--- src/hdl/mecd_pkg.sv ---
// types, codes and constants shared by the character decoder modules
package mecd_pkg;

  localparam int unsigned ByteW  = 8;
  localparam int unsigned CodeW  = 21;
  localparam int unsigned TakenW = 2;
  localparam int unsigned NeedW  = 3;

  localparam logic [CodeW-1:0] SuppBase = 21'h10000;

  typedef enum logic [1:0] {
    MODE_RAW      = 2'd0,
    MODE_UTF8     = 2'd1,
    MODE_UTF16_LE = 2'd2,
    MODE_UTF16_BE = 2'd3
  } mode_e;

  typedef enum logic [1:0] {
    ST_CHAR    = 2'd0,
    ST_INVALID = 2'd1,
    ST_END     = 2'd2
  } status_e;

  typedef struct packed {
    logic [ByteW-1:0] data_byte;
    logic             end_of_data;
  } in_item_t;

  typedef struct packed {
    logic [CodeW-1:0] code_point;
    status_e          status;
  } out_item_t;

  typedef struct packed {
    logic [TakenW-1:0] bytes_taken;
    logic [NeedW-1:0]  bytes_needed;
    logic [CodeW-1:0]  partial_value;
    logic              lead_unit_high_surrogate;
  } dec_state_t;

  localparam dec_state_t IdleState = '{
    bytes_taken:              '0,
    bytes_needed:             '0,
    partial_value:            '0,
    lead_unit_high_surrogate: 1'b0
  };

  localparam mode_e ModeReset = MODE_UTF8;

endpackage

--- src/hdl/mecd_step.sv ---
// per-byte decode step: next decoder state and the optional result
module mecd_step (
  input  mecd_pkg::mode_e      mode_i,
  input  mecd_pkg::dec_state_t state_i,
  input  mecd_pkg::in_item_t   item_i,
  output mecd_pkg::dec_state_t state_o,
  output logic                 emit_o,
  output mecd_pkg::out_item_t  result_o
);
  import mecd_pkg::*;

  logic [ByteW-1:0]  b;
  logic [TakenW-1:0] taken_inc;
  logic [CodeW-1:0]  cont_value;
  logic [15:0]       unit;
  logic [ByteW-1:0]  prev;
  logic [ByteW-1:0]  hi2;
  logic [ByteW-1:0]  lo2;
  logic              big;

  assign b          = item_i.data_byte;
  assign big        = (mode_i == MODE_UTF16_BE);
  assign taken_inc  = state_i.bytes_taken + 2'd1;
  assign cont_value = {state_i.partial_value[CodeW-7:0], b[5:0]};
  assign unit       = big ? {state_i.partial_value[7:0], b} : {b, state_i.partial_value[7:0]};
  assign prev       = state_i.partial_value[7:0];
  assign hi2        = big ? prev : b;
  assign lo2        = big ? b : prev;

  always_comb begin
    state_o             = state_i;
    emit_o              = 1'b0;
    result_o.code_point = '0;
    result_o.status     = ST_CHAR;

    if (item_i.end_of_data) begin
      emit_o = 1'b1;
      if (state_i.bytes_taken == '0) begin
        result_o.status = ST_END;
      end else begin
        result_o.status = ST_INVALID;
        state_o         = IdleState;
      end
    end else begin
      case (mode_i)
        MODE_RAW: begin
          state_o             = IdleState;
          emit_o              = 1'b1;
          result_o.code_point = {13'd0, b};
        end
        MODE_UTF8: begin
          if (state_i.bytes_taken == '0) begin
            if (!b[7]) begin
              emit_o              = 1'b1;
              result_o.code_point = {13'd0, b};
            end else if (b[7:5] == 3'b110) begin
              state_o.bytes_needed  = 3'd2;
              state_o.partial_value = {16'd0, b[4:0]};
              state_o.bytes_taken   = 2'd1;
            end else if (b[7:4] == 4'b1110) begin
              state_o.bytes_needed  = 3'd3;
              state_o.partial_value = {17'd0, b[3:0]};
              state_o.bytes_taken   = 2'd1;
            end else if (b[7:3] == 5'b11110) begin
              state_o.bytes_needed  = 3'd4;
              state_o.partial_value = {18'd0, b[2:0]};
              state_o.bytes_taken   = 2'd1;
            end else begin
              emit_o          = 1'b1;
              result_o.status = ST_INVALID;
            end
          end else if (b[7:6] != 2'b10) begin
            // bad continuation byte is swallowed
            state_o         = IdleState;
            emit_o          = 1'b1;
            result_o.status = ST_INVALID;
          end else if (taken_inc == '0 || {1'b0, taken_inc} >= state_i.bytes_needed) begin
            state_o             = IdleState;
            emit_o              = 1'b1;
            result_o.code_point = cont_value;
          end else begin
            state_o.partial_value = cont_value;
            state_o.bytes_taken   = taken_inc;
          end
        end
        MODE_UTF16_LE, MODE_UTF16_BE: begin
          case (state_i.bytes_taken)
            2'd0: begin
              state_o.partial_value = {13'd0, b};
              state_o.bytes_needed  = 3'd2;
              state_o.bytes_taken   = 2'd1;
            end
            2'd1: begin
              if (unit[15:11] != 5'b11011) begin
                state_o             = IdleState;
                emit_o              = 1'b1;
                result_o.code_point = {5'd0, unit};
              end else begin
                // surrogate range: always gather a second unit
                state_o.lead_unit_high_surrogate = (unit[15:10] == 6'b110110);
                state_o.partial_value            = {11'd0, unit[9:0]};
                state_o.bytes_needed             = 3'd4;
                state_o.bytes_taken              = 2'd2;
              end
            end
            2'd2: begin
              state_o.partial_value = {state_i.partial_value[CodeW-9:0], b};
              state_o.bytes_taken   = 2'd3;
            end
            default: begin
              state_o = IdleState;
              emit_o  = 1'b1;
              if (state_i.lead_unit_high_surrogate && hi2[7:2] == 6'b110111) begin
                result_o.code_point = SuppBase +
                  {1'b0, state_i.partial_value[17:8], hi2[1:0], lo2};
              end else begin
                result_o.status = ST_INVALID;
              end
            end
          endcase
        end
        default: begin
          state_o = IdleState;
        end
      endcase
    end
  end

endmodule

--- src/hdl/multi_encoding_char_decoder.sv ---
// top level of the raw / utf-8 / utf-16 character decoder
// a result is registered in the output register, or in the skid entry while the output stalls
// throughput: one byte per cycle while the skid entry is empty; the per-byte decode is one combinational pass
// an output register plus one skid entry keep input flowing while a result waits
// reset: mode utf-8, decoder idle, output and skid empty; config writes always taken
module multi_encoding_char_decoder (
  input  logic                clk_i,
  input  logic                rst_ni,
  input  logic                in_valid_i,
  output logic                in_stall_o,
  input  mecd_pkg::in_item_t  in_data_i,
  output logic                out_valid_o,
  input  logic                out_stall_i,
  output mecd_pkg::out_item_t out_data_o,
  input  logic                cfg_valid_i,
  output logic                cfg_ready_o,
  input  logic [1:0]          cfg_data_i
);
  import mecd_pkg::*;

  mode_e      mode_q;
  dec_state_t state_q, state_d;
  logic       step_emit;
  out_item_t  step_res;
  logic       accept;
  logic       res_valid;
  logic       out_ready;
  logic       out_valid_q;
  out_item_t  out_q;
  logic       skid_valid_q;
  out_item_t  skid_q;

  mecd_step u_step (
    .mode_i   (mode_q),
    .state_i  (state_q),
    .item_i   (in_data_i),
    .state_o  (state_d),
    .emit_o   (step_emit),
    .result_o (step_res)
  );

  assign cfg_ready_o = 1'b1;
  assign in_stall_o  = skid_valid_q;
  assign accept      = in_valid_i && !in_stall_o;
  assign res_valid   = accept && step_emit;
  assign out_ready   = !out_valid_q || !out_stall_i;

  always_ff @(posedge clk_i or negedge rst_ni) begin
    if (!rst_ni) begin
      mode_q  <= ModeReset;
      state_q <= IdleState;
    end else if (cfg_valid_i && cfg_ready_o) begin
      // a register write drops any partial sequence
      mode_q  <= mode_e'(cfg_data_i);
      state_q <= IdleState;
    end else if (accept) begin
      state_q <= state_d;
    end
  end

  always_ff @(posedge clk_i or negedge rst_ni) begin
    if (!rst_ni) begin
      out_valid_q  <= 1'b0;
      skid_valid_q <= 1'b0;
    end else if (out_ready) begin
      if (skid_valid_q) begin
        out_valid_q  <= 1'b1;
        skid_valid_q <= 1'b0;
      end else begin
        out_valid_q <= res_valid;
      end
    end else if (res_valid) begin
      skid_valid_q <= 1'b1;
    end
  end

  always_ff @(posedge clk_i) begin
    if (out_ready) begin
      if (skid_valid_q) begin
        out_q <= skid_q;
      end else if (res_valid) begin
        out_q <= step_res;
      end
    end else if (res_valid) begin
      skid_q <= step_res;
    end
  end

  assign out_valid_o = out_valid_q;
  assign out_data_o  = out_q;

  a_skid_behind_out: assert property (@(posedge clk_i) disable iff (!rst_ni)
    skid_valid_q |-> out_valid_q)
    else $error("skid entry held with empty output register");

  a_end_goes_idle: assert property (@(posedge clk_i) disable iff (!rst_ni)
    accept && in_data_i.end_of_data |=> state_q.bytes_taken == '0)
    else $error("decoder not idle after end of data");

  a_end_gives_result: assert property (@(posedge clk_i) disable iff (!rst_ni)
    accept && in_data_i.end_of_data |=> out_valid_q)
    else $error("end of data produced no result");

  a_raw_no_partial: assert property (@(posedge clk_i) disable iff (!rst_ni)
    accept && mode_q == MODE_RAW && !(cfg_valid_i && cfg_ready_o)
      |=> state_q.bytes_taken == '0 && out_valid_q)
    else $error("raw byte left partial state or no result");

endmodule

--- config.mk ---
export PLATFORM = sky130hd
export DESIGN_NAME = multi_encoding_char_decoder
export DESIGN_NICKNAME = d
export VERILOG_FILES = /design/src/hdl/mecd_pkg.sv /design/src/hdl/mecd_step.sv /design/src/hdl/multi_encoding_char_decoder.sv
export SDC_FILE = /design/constraint.sdc
export NUM_CORES = 1
export LEC_CHECK = 0
export BUFFER_PORTS_ARGS = -buffer_cell sky130_fd_sc_hd__buf_2
export CAP_MARGIN = 20
export CORE_MARGIN = 1
export CORE_UTILIZATION = 55
export DETAILED_ROUTE_END_ITERATION = 16
export MAX_ROUTING_LAYER = met4
export PLACE_DENSITY = 0.75
export SETUP_SLACK_MARGIN = 0.1
export SLEW_MARGIN = 30
export SYNTH_ARGS = -nofsm -noshare
export SYNTH_HDL_FRONTEND = slang
export SYNTH_SLANG_ARGS = --single-unit
--- constraint.sdc ---
create_clock -name clk_i -period 5.19 [get_ports clk_i]
set_input_delay 1.038 -clock clk_i [delete_from_list [all_inputs] [get_ports clk_i]]
set_output_delay 1.038 -clock clk_i [all_outputs]
set_load 0.005 [all_outputs]
After elaboration in Yosys (flattened, before gate mapping)
Cells that the tools add are included.
{"block": "op_classes", "reduce_logical": 22, "n_bitwise": 1, "eq_ne": 20, "mul": 0, "mux": 59, "shifts": 0, "n_lt_le_gt_ge": 1, "div": 0, "addsub": 2}
{"op": "$mux 27", "count": 6}
{"op": "$mux 26", "count": 5}
{"op": "$pmux 21 s3", "count": 2}
{"op": "$mux 21", "count": 5}
{"op": "$pmux 27 s3", "count": 1}
{"op": "$mux 23", "count": 3}
{"op": "$pmux 21 s2", "count": 1}
{"op": "$mux 16", "count": 2}
{"op": "$add 17x20->21 const A", "count": 1}
{"op": "$mux 1", "count": 17}
{"op": "$mux 8", "count": 2}
{"op": "$mux 2", "count": 7}
{"op": "$eq 6x6->1 const B", "count": 2}
{"op": "$ne 4x4->1 const B", "count": 3}
{"op": "$pmux 3 s3", "count": 1}
{"op": "$mux 7", "count": 1}
{"op": "$eq 2x2->1 const B", "count": 3}
{"op": "$logic_not 2->1", "count": 3}
{"op": "$ne 3x3->1 const B", "count": 2}
{"op": "$ne 6x3->1 const B", "count": 1}
{"op": "$ne 6x6->1 const B", "count": 1}
{"op": "$pmux 2 s3", "count": 1}
{"op": "$reduce_and 6->1", "count": 1}
{"op": "$reduce_bool 2->1", "count": 3}
{"op": "other kinds (22)", "count": 31}
{"block": "totals", "n_memories": 0, "latchBits": 0, "output_inout_bits": 26, "ram_bits": 0, "wordCells": 116, "romBits": 0, "in_bits": 16, "reg_bits": 74}

Depth between registers and ports, before layout
Gate-level depths: netlist (run 1).
{"block": "logic_depth", "depth_word": 11, "depth_mapped": 10, "mapped_depth_nobuf": 9}

Cells and area by module
From an unflattened synthesis (run 1), not the netlist that was laid out.
{"block": "hier_totals", "hier_cells": 546, "hier_area_um2": 5507.8}
{"mod": "multi_encoding_char_decoder", "area_each_um2": 3330.7, "cells_each": 210, "instances": 1, "seq_area_each_um2": 2158.3}
{"mod": "mecd_step", "area_each_um2": 2177.1, "cells_each": 336, "instances": 1, "seq_area_each_um2": 0.0}

Worst setup path before layout (run 1)
OpenSTA, ideal clock, no wires.
{"block": "synth_path", "kind": "input to register", "from": "in in_data_i[6] in the netlist's numbering", "to": "reg skid_q[0] in the netlist's numbering (enable)", "stages": 7, "t_required_ns": 4.758, "setup_time_ns": 0.432, "setup_slack_ns": 1.093, "n_path_buf": 1, "arrival_ns": 3.665, "cell_sequence": "clkbuf_1 > inv_1 > a31oi_4 > o31ai_1 > a32oi_1 > nor2_1 > nor3_1"}
{"block": "synth_between", "elab_chain_len": 10, "elab_cells_between_ends": 16, "classes_between": "eq/ne: 4; mux: 10; reduce/logical: 2"}
{"item": "start: declaration", "line": "multi_encoding_char_decoder.sv:11", "source": "input mecd_pkg::in_item_t in_data_i,"}
{"item": "$eq 5x5->1", "line": "mecd_step.sv:64", "source": "end else if (b[7:3] == 5'b11110) begin"}
{"item": "$mux 1", "line": "mecd_step.sv:64"}
{"item": "$mux 1", "line": "mecd_step.sv:60", "source": "end else if (b[7:4] == 4'b1110) begin"}
{"item": "$mux 1", "line": "mecd_step.sv:56", "source": "end else if (b[7:5] == 3'b110) begin"}
{"item": "$mux 1", "line": "mecd_step.sv:53", "source": "if (!b[7]) begin"}
{"item": "$mux 1", "line": "mecd_step.sv:52", "source": "if (state_i.bytes_taken == '0) begin"}
{"item": "$pmux 1 s3 *", "line": "mecd_step.sv:45", "source": "case (mode_i)"}
{"item": "$mux 1 *", "line": "mecd_step.sv:36", "source": "if (item_i.end_of_data) begin"}
{"item": "$logic_and 1x1->1 *", "line": "multi_encoding_char_decoder.sv:45", "source": "assign res_valid = accept && step_emit;"}
{"item": "$reduce_and 2->1 (no line) *"}
{"item": "end signal: assignment", "line": "multi_encoding_char_decoder.sv:85", "source": "skid_q <= step_res;"}
{"item": "end: declaration", "line": "multi_encoding_char_decoder.sv:31", "source": "out_item_t skid_q;"}
Mark *: on every way between the ends. The rest lies on a longest branch, timed or not.
A chain may end at the register's enable or synchronous reset.

==> reports/qor.yml, run 1 <==
timing:
  timing.final.setup_violations: 0
  worst_slew_pin_slew_ns: 0.9819
  finalMaxSlewViolations: 0
  rsz_0062_raised_after_global_routing: "no"
  setup_total_negative_slack_ns: 0
  fin_crit_ns: 3.310
  post_route_fraction_of_the_period_consumed_by_the_critical_path: 0.6379
  final_hold_viol_count: 0
  maxClockFrequency_ghz: 0.3021
  worst_clock_skew_on_the_final_layout_ns: 0.01191
  max_slew_margin: 0.3394
  post_route_worst_hold_slack_ns: 0.5050
critical_path:
  crit_path_end_kind: "flip-flop"
  critical-path-slowest-cell: "dfrtp_1"
  worst-setup-path-type: "flip-flop to flip-flop"
  crit_path_end: "skid_q[3]"
  crit_family: "simple AND/OR/NAND/NOR gates"
  critPathBufInv: 0
  timing.critical_path.slowest_cell_delay_ns: 0.92
  timing.rr.start: "mode_q[1]"
  timing.critical_path.arrival_ns: 3.54
  worst_setup_path_startpoint: "mode_q[1]"
  endpoint_of_the_worst_register_to_register_path: "skid_q[3]"
  critical_path.max_fanout: 26
  reg2reg_depth: 6
  critical_path.cell_chain: "nand2_4 -> mux2i_2 -> or3_1 -> a22oi_4 -> nor3b_1 -> a22o_1"
  critical_path_cell_count: 6
  worstSetupStartpointType: "flip-flop"
  timing.critical_path.required_ns: 5.42
  timing.reg2reg.setup_slack_ns: 1.88
yosys:
  synth_top_area_share: 0.3215
  postSynthRegisterBits: 74
  synth_top_cells_by_area: "edfxtp_1 (32%), dfrtp_1 (16%), nand2_1 (4.6%)"
  ys_dominant_reg_cell: "edfxtp_1"
  synth.largest_area_cell: "edfxtp_1"
  synth_edf_count: 46
  mappedNetlistNets: 443
  yosys_warnings: 0
  netlist-cell-type-count: 74
  postSynthCellCount: 419
  async_flop_share: 0.3784
  synthesis.area_per_instance_um2: 10.25
  synth.yosys.seq_area_share: 0.4849
  post_synth_instance_area_um2: 4297
grt:
  first_global_vias: 3438
  grt_first_pass_wirelength_mm: 19.35
  overflow: 0
  groute.usage.overall: 0.3230
  largest_net_degree_at_the_start_of_global_routing: 30
  antenna_found_initial: 0
floorplan:
  die_width_um: 90.39
  top_level_ports: 42
  floorplan.die.height_um: 90.39
  die_footprint_um2: 8169
  initial_core_util: 0.5800
  fp-row-count: 31
  core_region_area_um2: 7408
power_and_ir_drop:
  leakagePower_nw: 1.816
  cell_pwr_density_nw_per_um2: 294.2
  vdd_drop_max_v: 0.0001315
routing:
  route.met2.wl_mm: 5.539
  wl_per_cell_um: 22.17
  drc_errors: 0
  route.vias.total: 3647
  met3_routed_wirelength_um: 934
  vias_per_cell: 6.667
  dr.pass1.iters: 5
  postRouteAntennaNets: 0
  initialDrtViolationCount: 422
  dr.max_layer_used: "met4"
  met1_length_mm: 5.107
  routed_wl_mm: 12.13
clock_network:
  cts-buffers-inserted: 9
  cts-htree-levels: 3
  cts.clk_slew.worst_paths_ns: 0.09
  clk-insertion-delay-late_ns: 0.36
  postCtsHoldBufs: 0
  root_buffer: "clkbuf_8"
  cts_tree: "yes"
  cts_max_path_buffers: 2
  cts_post_setup_buffers_inserted: 0
  postCtsResizedCells: 0
  clock-sinks: 74
layout:
  area_growth_syn_to_layout_pct: 10.34
  layout_cells_sized_above_1: 0.1964
  seq_area_um2: 2083
  multi_input_area_um2: 2037
  stdcell_count: 547
  antenna-diode-count: 0
  fillerInstances: 608
  num-nets-final: 467
place:
  half_perimeter_wire_length_of_the_detailed_placement_result_mm: 8.481
  placed_cells_incl_taps: 531
  number_of_port_buffers: 40
  gp_congestion: 1.003
outcome:
  run_status: "completed"
hold_path:
  worstHoldPathType: "flip-flop to flip-flop"
flow_run:
  max_cap_viol_count: 0
==> power by group <==
group | internal, W | leakage, nW | total [W] | switching [W]
Combinational | 0.0000805 | 0.897 | 0.000219 | 0.000139
Clock | 0.000230 | 0.0988 | 0.000475 | 0.000245
Sequential | 0.000670 | 0.821 | 0.000701 | 0.0000300
Total | 0.000981 | 1.82 | 0.00139 | 0.000414
==> cell usage after synthesis (6+ instances only) <==
cell type / number
a221o_1: 6
and2_1: 10
nor2b_1: 8
dfrtp_1: 27
a21oi_1: 18
a22oi_1: 11
nand2_1: 53
nor2_1: 27
nand2b_1: 7
nor3_1: 11
a22o_1: 15
o21ai_0: 27
edfxtp_1: 46
inv_1: 8
clkbuf_1: 26
a32o_1: 6
mux2i_1: 7
ha_1: 8
==> layer usage <==
metal | global-route usage | vias up
li1 | - | 1627
met1 | 0.4377 | 1778
met2 | 0.4682 | 192
met3 | 0.05976 | 50
met4 | 0.1586 | 0
met5 | - | -
==> layout make-up <==
type                    count  area share
multi-input cells         302      0.4297
clock inverters             7     0.01742
inverters                   8    0.006334
repair buffers             48     0.05490
well taps                  99     0.02613
flip-flops and latches     74      0.4394
clock buffers               9     0.02613
==> cell usage in the layout, fill, tap and decap left out, drive strengths merged, types with 3 or more instances in the layout <==
cell	n
nand2b	7
inv	12
o21ai	29
nor2b	8
o22ai	3
a221o	6
or3	5
buf	48
nor4	3
o41ai	3
dfrtp	27
nor3	11
nor2	27
o211ai	3
mux2i	8
a31oi	5
nand2	54
a32o	6
clkbuf	9
a22o	15
or2	3
o31ai	5
nand3	5
mux2	5
a221oi	3
and2	10
a21oi	18
a32oi	3
ha	8
edfxtp	46
a22oi	12
==> state kept, by name, summed over array words and instances, names as in the netlist <==
signal       cells
state_q         24
out_data_o      23
skid_q          23
out_valid_o      1
mode_q           2
in_stall_o       1
==> tightest hold or removal path: cells and delay by family, from the launching register on <==
family | cells | cell delay, ns
DFF | 1 | 0.36
AOI/OAI and AO/OA | 1 | 0.06
and+or+nand+nor | 1 | 0.05
==> cell families (layout without fill, tap and decap cells) <==
logic type      count (synthesis)  in the layout  synth area share
mux                            13             13           0.03261
fa+ha+maj                       8              8           0.02330
xor+xnor                        2              2          0.004078
flops                          74             74            0.4849
other cells                     1              1         0.0008728
compound gates                134            134            0.2420
simple gates                  144            144            0.1692
buf+inv                        43             72           0.04310
==> how the worst min path moves through the flow <==
stage                           start           to  slack [ns]  cells after the start
after floorplan           state_q[22]  state_q[22]        0.45                      2
after global placement    state_q[23]  state_q[23]        0.48                      2
after detailed placement  state_q[22]  state_q[22]        0.50                      2
after CTS                 state_q[23]  state_q[23]        0.52                      2
after global routing      state_q[22]  state_q[22]        0.53                      2
final                     state_q[22]  state_q[22]        0.50                      2
==> through the flow <==
stage,total power [W],cell area (um2),util,worst slack (ns)
floorplan,0.0008461,4297,-,1.093
global placement,0.0009262,4534,0.6121,1.964
detailed placement,0.0009298,4534,0.6121,1.962
CTS,0.001401,4741,0.6399,1.959
global route,0.001447,4741,0.6399,1.735
finish,0.001395,4741,0.6399,1.880
Note: power is estimated with default switching activity, not from simulation.
==> inputs of run 2 (changes only) <==
- ABC_AREA: not set -> 1
- CORE_UTILIZATION: 55 -> 54
- PLACE_DENSITY: 0.75 -> 0.76
- clock period: 5.19 -> 2.7 ns (I/O delays scaled with it)
==> run 2 against run 1 <==
Critical path depth up 5; sequential power up 94%; fmax up 35%; clock skew about the same; clock power up 73%; register-to-register slack worse by 1.6 ns; cell count up 36%; count of clock-buffer cells in the layout unchanged; first-iteration DRC count up 0.24%; global-route usage down 1.4 points; critical endpoint is now out_data_o[15]; highest routed layer unchanged.
==> reports/qor.yml, run 2 <==
outcome:
  run_status: "completed"
place:
  number_of_port_buffers: 40  # unchanged
  dp_worst_setup_slack_ns: 0.1037  # -1.859 ns
  gp_congestion: 1.075  # +7.2%
  half_perimeter_wire_length_of_the_detailed_placement_result_mm: 9.650  # +14%
critical_path:
  timing.critical_path.arrival_ns: 2.68  # -0.86 ns
  critical_path.max_fanout: 18  # -31%
  path_common_cell: "nand2_1"
  crit_family: "simple AND/OR/NAND/NOR gates"
  timing.critical_path.required_ns: 2.92  # -2.50 ns
  critical-path-slowest-cell: "dfstp_2"
  worst-setup-path-type: "flip-flop to flip-flop"
  worstSetupStartpointType: "flip-flop"
  timing.critical_path.slowest_cell_delay_ns: 0.65  # -0.27 ns
  critical_path_cell_count: 11  # +5
  critPathBufInv: 1  # +1
  crit_path_end_kind: "flip-flop"
  critical_path.cell_chain: "nand2_2 -> buf_4 -> nand2_1 -> nand3_1 -> nor2_2 -> nand2_4 -> nand2_4 -> nand2_1 -> a21oi_2 -> nand2_1 -> nand2_1"
  reg2reg_depth: 11  # +5
yosys:
  yosys.area_share.xor_xnor: 0  # -0.004077
  yosys.cell_count.top_type: "nand2_1"
  postSynthCellCount: 591  # +41%
  synth_top_area_share: 0.2985  # -0.02303
  yosys_warnings: 0  # unchanged
  synth_fa_ha_area_frac: 0.02163  # -0.001669
  synth_edf_count: 46  # unchanged
  ys_dominant_reg_cell: "edfxtp_1"
  synth_top_cells_by_area: "edfxtp_1 (30%), nand2_1 (16%), dfrtp_1 (15%)"
  combinational_family_with_the_most_area_after_synthesis: "simple AND/OR/NAND/NOR gates"
  compound_gate_fraction_of_synth_area: 0.1190  # -0.1230
  synth_simple_gate_area_share: 0.3228  # +0.1536
  synth.yosys.seq_area_share: 0.4501  # -0.03474
  most_numerous_cell_types_in_the_synthesized_netlist: "nand2_1 (201), nand3_1 (55), inv_1 (54)"
  async_flop_share: 0.3784  # unchanged
  post_synth_instance_area_um2: 4628  # +7.7%
  synth.area.mux_share: 0  # -0.03262
  postSynthRegisterBits: 74  # unchanged
  synthesis.area_per_instance_um2: 7.831  # -24%
  mappedNetlistNets: 615  # +39%
  netlist-cell-type-count: 35  # -53%
  synth.largest_area_cell: "edfxtp_1"
timing:
  fin_crit_ns: 2.454  # -0.8561 ns
  worst_clock_skew_on_the_final_layout_ns: 0.01192  # +0.000005200 ns
  rsz_0062_raised_after_global_routing: "no"
  finalMaxSlewViolations: 0  # unchanged
  post_route_fraction_of_the_period_consumed_by_the_critical_path: 0.9090  # +0.2712
  max_slew_margin: 0.5166  # +0.1773
  final_hold_viol_count: 0  # unchanged
  setup_total_negative_slack_ns: 0  # unchanged
  worst_slew_pin_slew_ns: 0.7250  # -0.2568 ns
  fin_ws_ns: 0.2456  # -1.634 ns
  maxClockFrequency_ghz: 0.4074  # +35%
  timing.final.setup_violations: 0  # unchanged
routing:
  wl_per_cell_um: 16.96  # -24%
  routed_wl_mm: 12.60  # +3.9%
  initialDrtViolationCount: 423  # +0.24%
  postRouteAntennaNets: 0  # unchanged
  route.vias.total: 4280  # +17%
  dr.pass1.iters: 5  # unchanged
  drc_errors: 0  # unchanged
  vias_per_cell: 5.760  # -14%
clock_network:
  cts-buffers-inserted: 9  # unchanged
  cts_tree: "yes"
  root_buffer: "clkbuf_8"
  cts_max_path_buffers: 2  # unchanged
  cts-htree-levels: 3  # unchanged
  cts.clk_slew.worst_paths_ns: 0.09  # about the same
  clk-insertion-delay-late_ns: 0.35  # about the same
  clock-sinks: 74  # unchanged
  postCtsHoldBufs: 0  # unchanged
floorplan:
  fp-row-count: 33  # +6.5%
  core_region_area_um2: 8258  # +11%
  top_level_ports: 42  # unchanged
  floorplan.die.height_um: 94.58  # +4.6%
  die_width_um: 94.58  # +4.6%
  initial_core_util: 0.5605  # -0.01952
  die_footprint_um2: 8945  # +9.5%
power_and_ir_drop:
  vdd_drop_max_v: 0.0002764  # +110%
  leakagePower_nw: 2.345  # +29%
  cell_pwr_density_nw_per_um2: 535.2  # +82%
layout:
  multi_input_area_um2: 2175  # +6.8%
  most-common-layout-cells: "nand2_1 (200), nand3_1 (55), inv_1 (53), edfxtp_1 (46), buf_2 (40)"
  seq_area_um2: 2085  # about the same
  layout_cells_sized_above_1: 0.1975  # +0.001064
  num-nets-final: 657  # +41%
  max_flop_register: "state_q"
  layout_commonest_cell: "nand2_1"
  area_growth_syn_to_layout_pct: 11.44
  max_ffs_per_register: 24  # unchanged
  fillerInstances: 741  # +22%
  antenna-diode-count: 0  # unchanged
grt:
  first_global_vias: 4081  # +19%
  largest_net_degree_at_the_start_of_global_routing: 29  # -3.3%
  grt_first_pass_wirelength_mm: 20.09  # +3.8%
  antenna_found_initial: 0  # unchanged
  overflow: 0  # unchanged
  groute.usage.overall: 0.3094  # -0.01368
flow_run:
  max_cap_viol_count: 0  # unchanged
hold_path:
  worstHoldPathType: "primary input to asynchronous set/reset pin"
-- run 2: cell types whose count changed in the layout (fill, tap and decap cells not counted), moves of 9 or more --
| cell | previous run | this run |
|---|---|---|
| nand2_1 | 53 | 200 |
| nand3_1 | 5 | 55 |
| inv_1 | 8 | 53 |
| a22o_1 | 15 | 0 |
| nand3_2 | 0 | 12 |
| a22oi_1 | 11 | 0 |
| o21ai_0 | 27 | 38 |
| inv_2 | 0 | 9 |
-- run 2: where the power goes --
part	switching, W	internal, W
Combinational	0.000395	0.000184
Sequential	0.0000408	0.00132
Clock	0.000474	0.000348
-- run 2: through the flow --
step / utilization / total power, W / hold slack, ns / instance area, um2 / std cells
floorplan: - / 0.001739 / 0.2444 / 4647 / 591
global placement: 0.5997 / 0.001930 / 0.4748 / 4952 / 725
detailed placement: 0.5997 / 0.001950 / 0.4746 / 4952 / 725
CTS: 0.6226 / 0.002751 / 0.2574 / 5141 / 742
global route: 0.6245 / 0.002873 / 0.2831 / 5157 / 743
finish: 0.6245 / 0.002760 / 0.2346 / 5157 / 743
-- run 2: repair_timing --
| action | 4_1_cts | 5_1_grt |
|---|---|---|
| gates cloned | 0 | 0 |
| setup endpoints to repair | 17 | 83 |
| buffers inserted | 1 | 1 |
| resized for setup | 0 | 4 |
| pin swaps | 1 | 0 |
-- run 2: layer usage --
layer  up-vias  part of all wire  GRT usage
li1       2039                 -          -
met1      2002              0.44     0.4044
met2       211              0.46     0.4795
met3        28             0.075    0.04428
met4         0             0.025     0.1364
met5         -                 0          -
-- run 2: cells by family (layout without fill, tap and decap cells) --
group | after synthesis | in the layout
AO/OA/AOI/OAI | 95 | 95
AND/OR/NAND/NOR | 325 | 325
other | 1 | 1
adder cells (fa/ha/maj) | 8 | 8
flip-flops | 74 | 74
buffers and inverters | 88 | 135
-- run 2: final timing paths --
kind / start / endpoint / slack (ns)
max in group asynchronous: rst_ni / state_q[25] / 1.96
max: mode_q[0] / out_data_o[15] / 0.25
min reg2reg: state_q[23] / state_q[23] / 0.50
max reg2reg: mode_q[0] / out_data_o[15] / 0.25
min: rst_ni / state_q[17] / 0.23
min in group clk_i: cfg_data_i[1] / mode_q[1] / 0.39
-- run 2: cell type report --
cell class              count  area share
inverters                  62     0.04512
clock buffers               9     0.02402
clock inverters             7     0.01116
multi-input cells         429      0.4216
well taps                 105     0.02547
flip-flops and latches     74      0.4042
repair buffers             57     0.06841
-- run 2: worst reg2reg max path: stages, from the launching register on --
cell     delay [ns]
dfstp_2        0.65
nand2_2        0.22
buf_4          0.26
nand2_1        0.14
nand3_1        0.13
nor2_2         0.20
nand2_4        0.11
nand2_4        0.19
nand2_1        0.10
a21oi_2        0.17
nand2_1        0.08
nand2_1        0.07
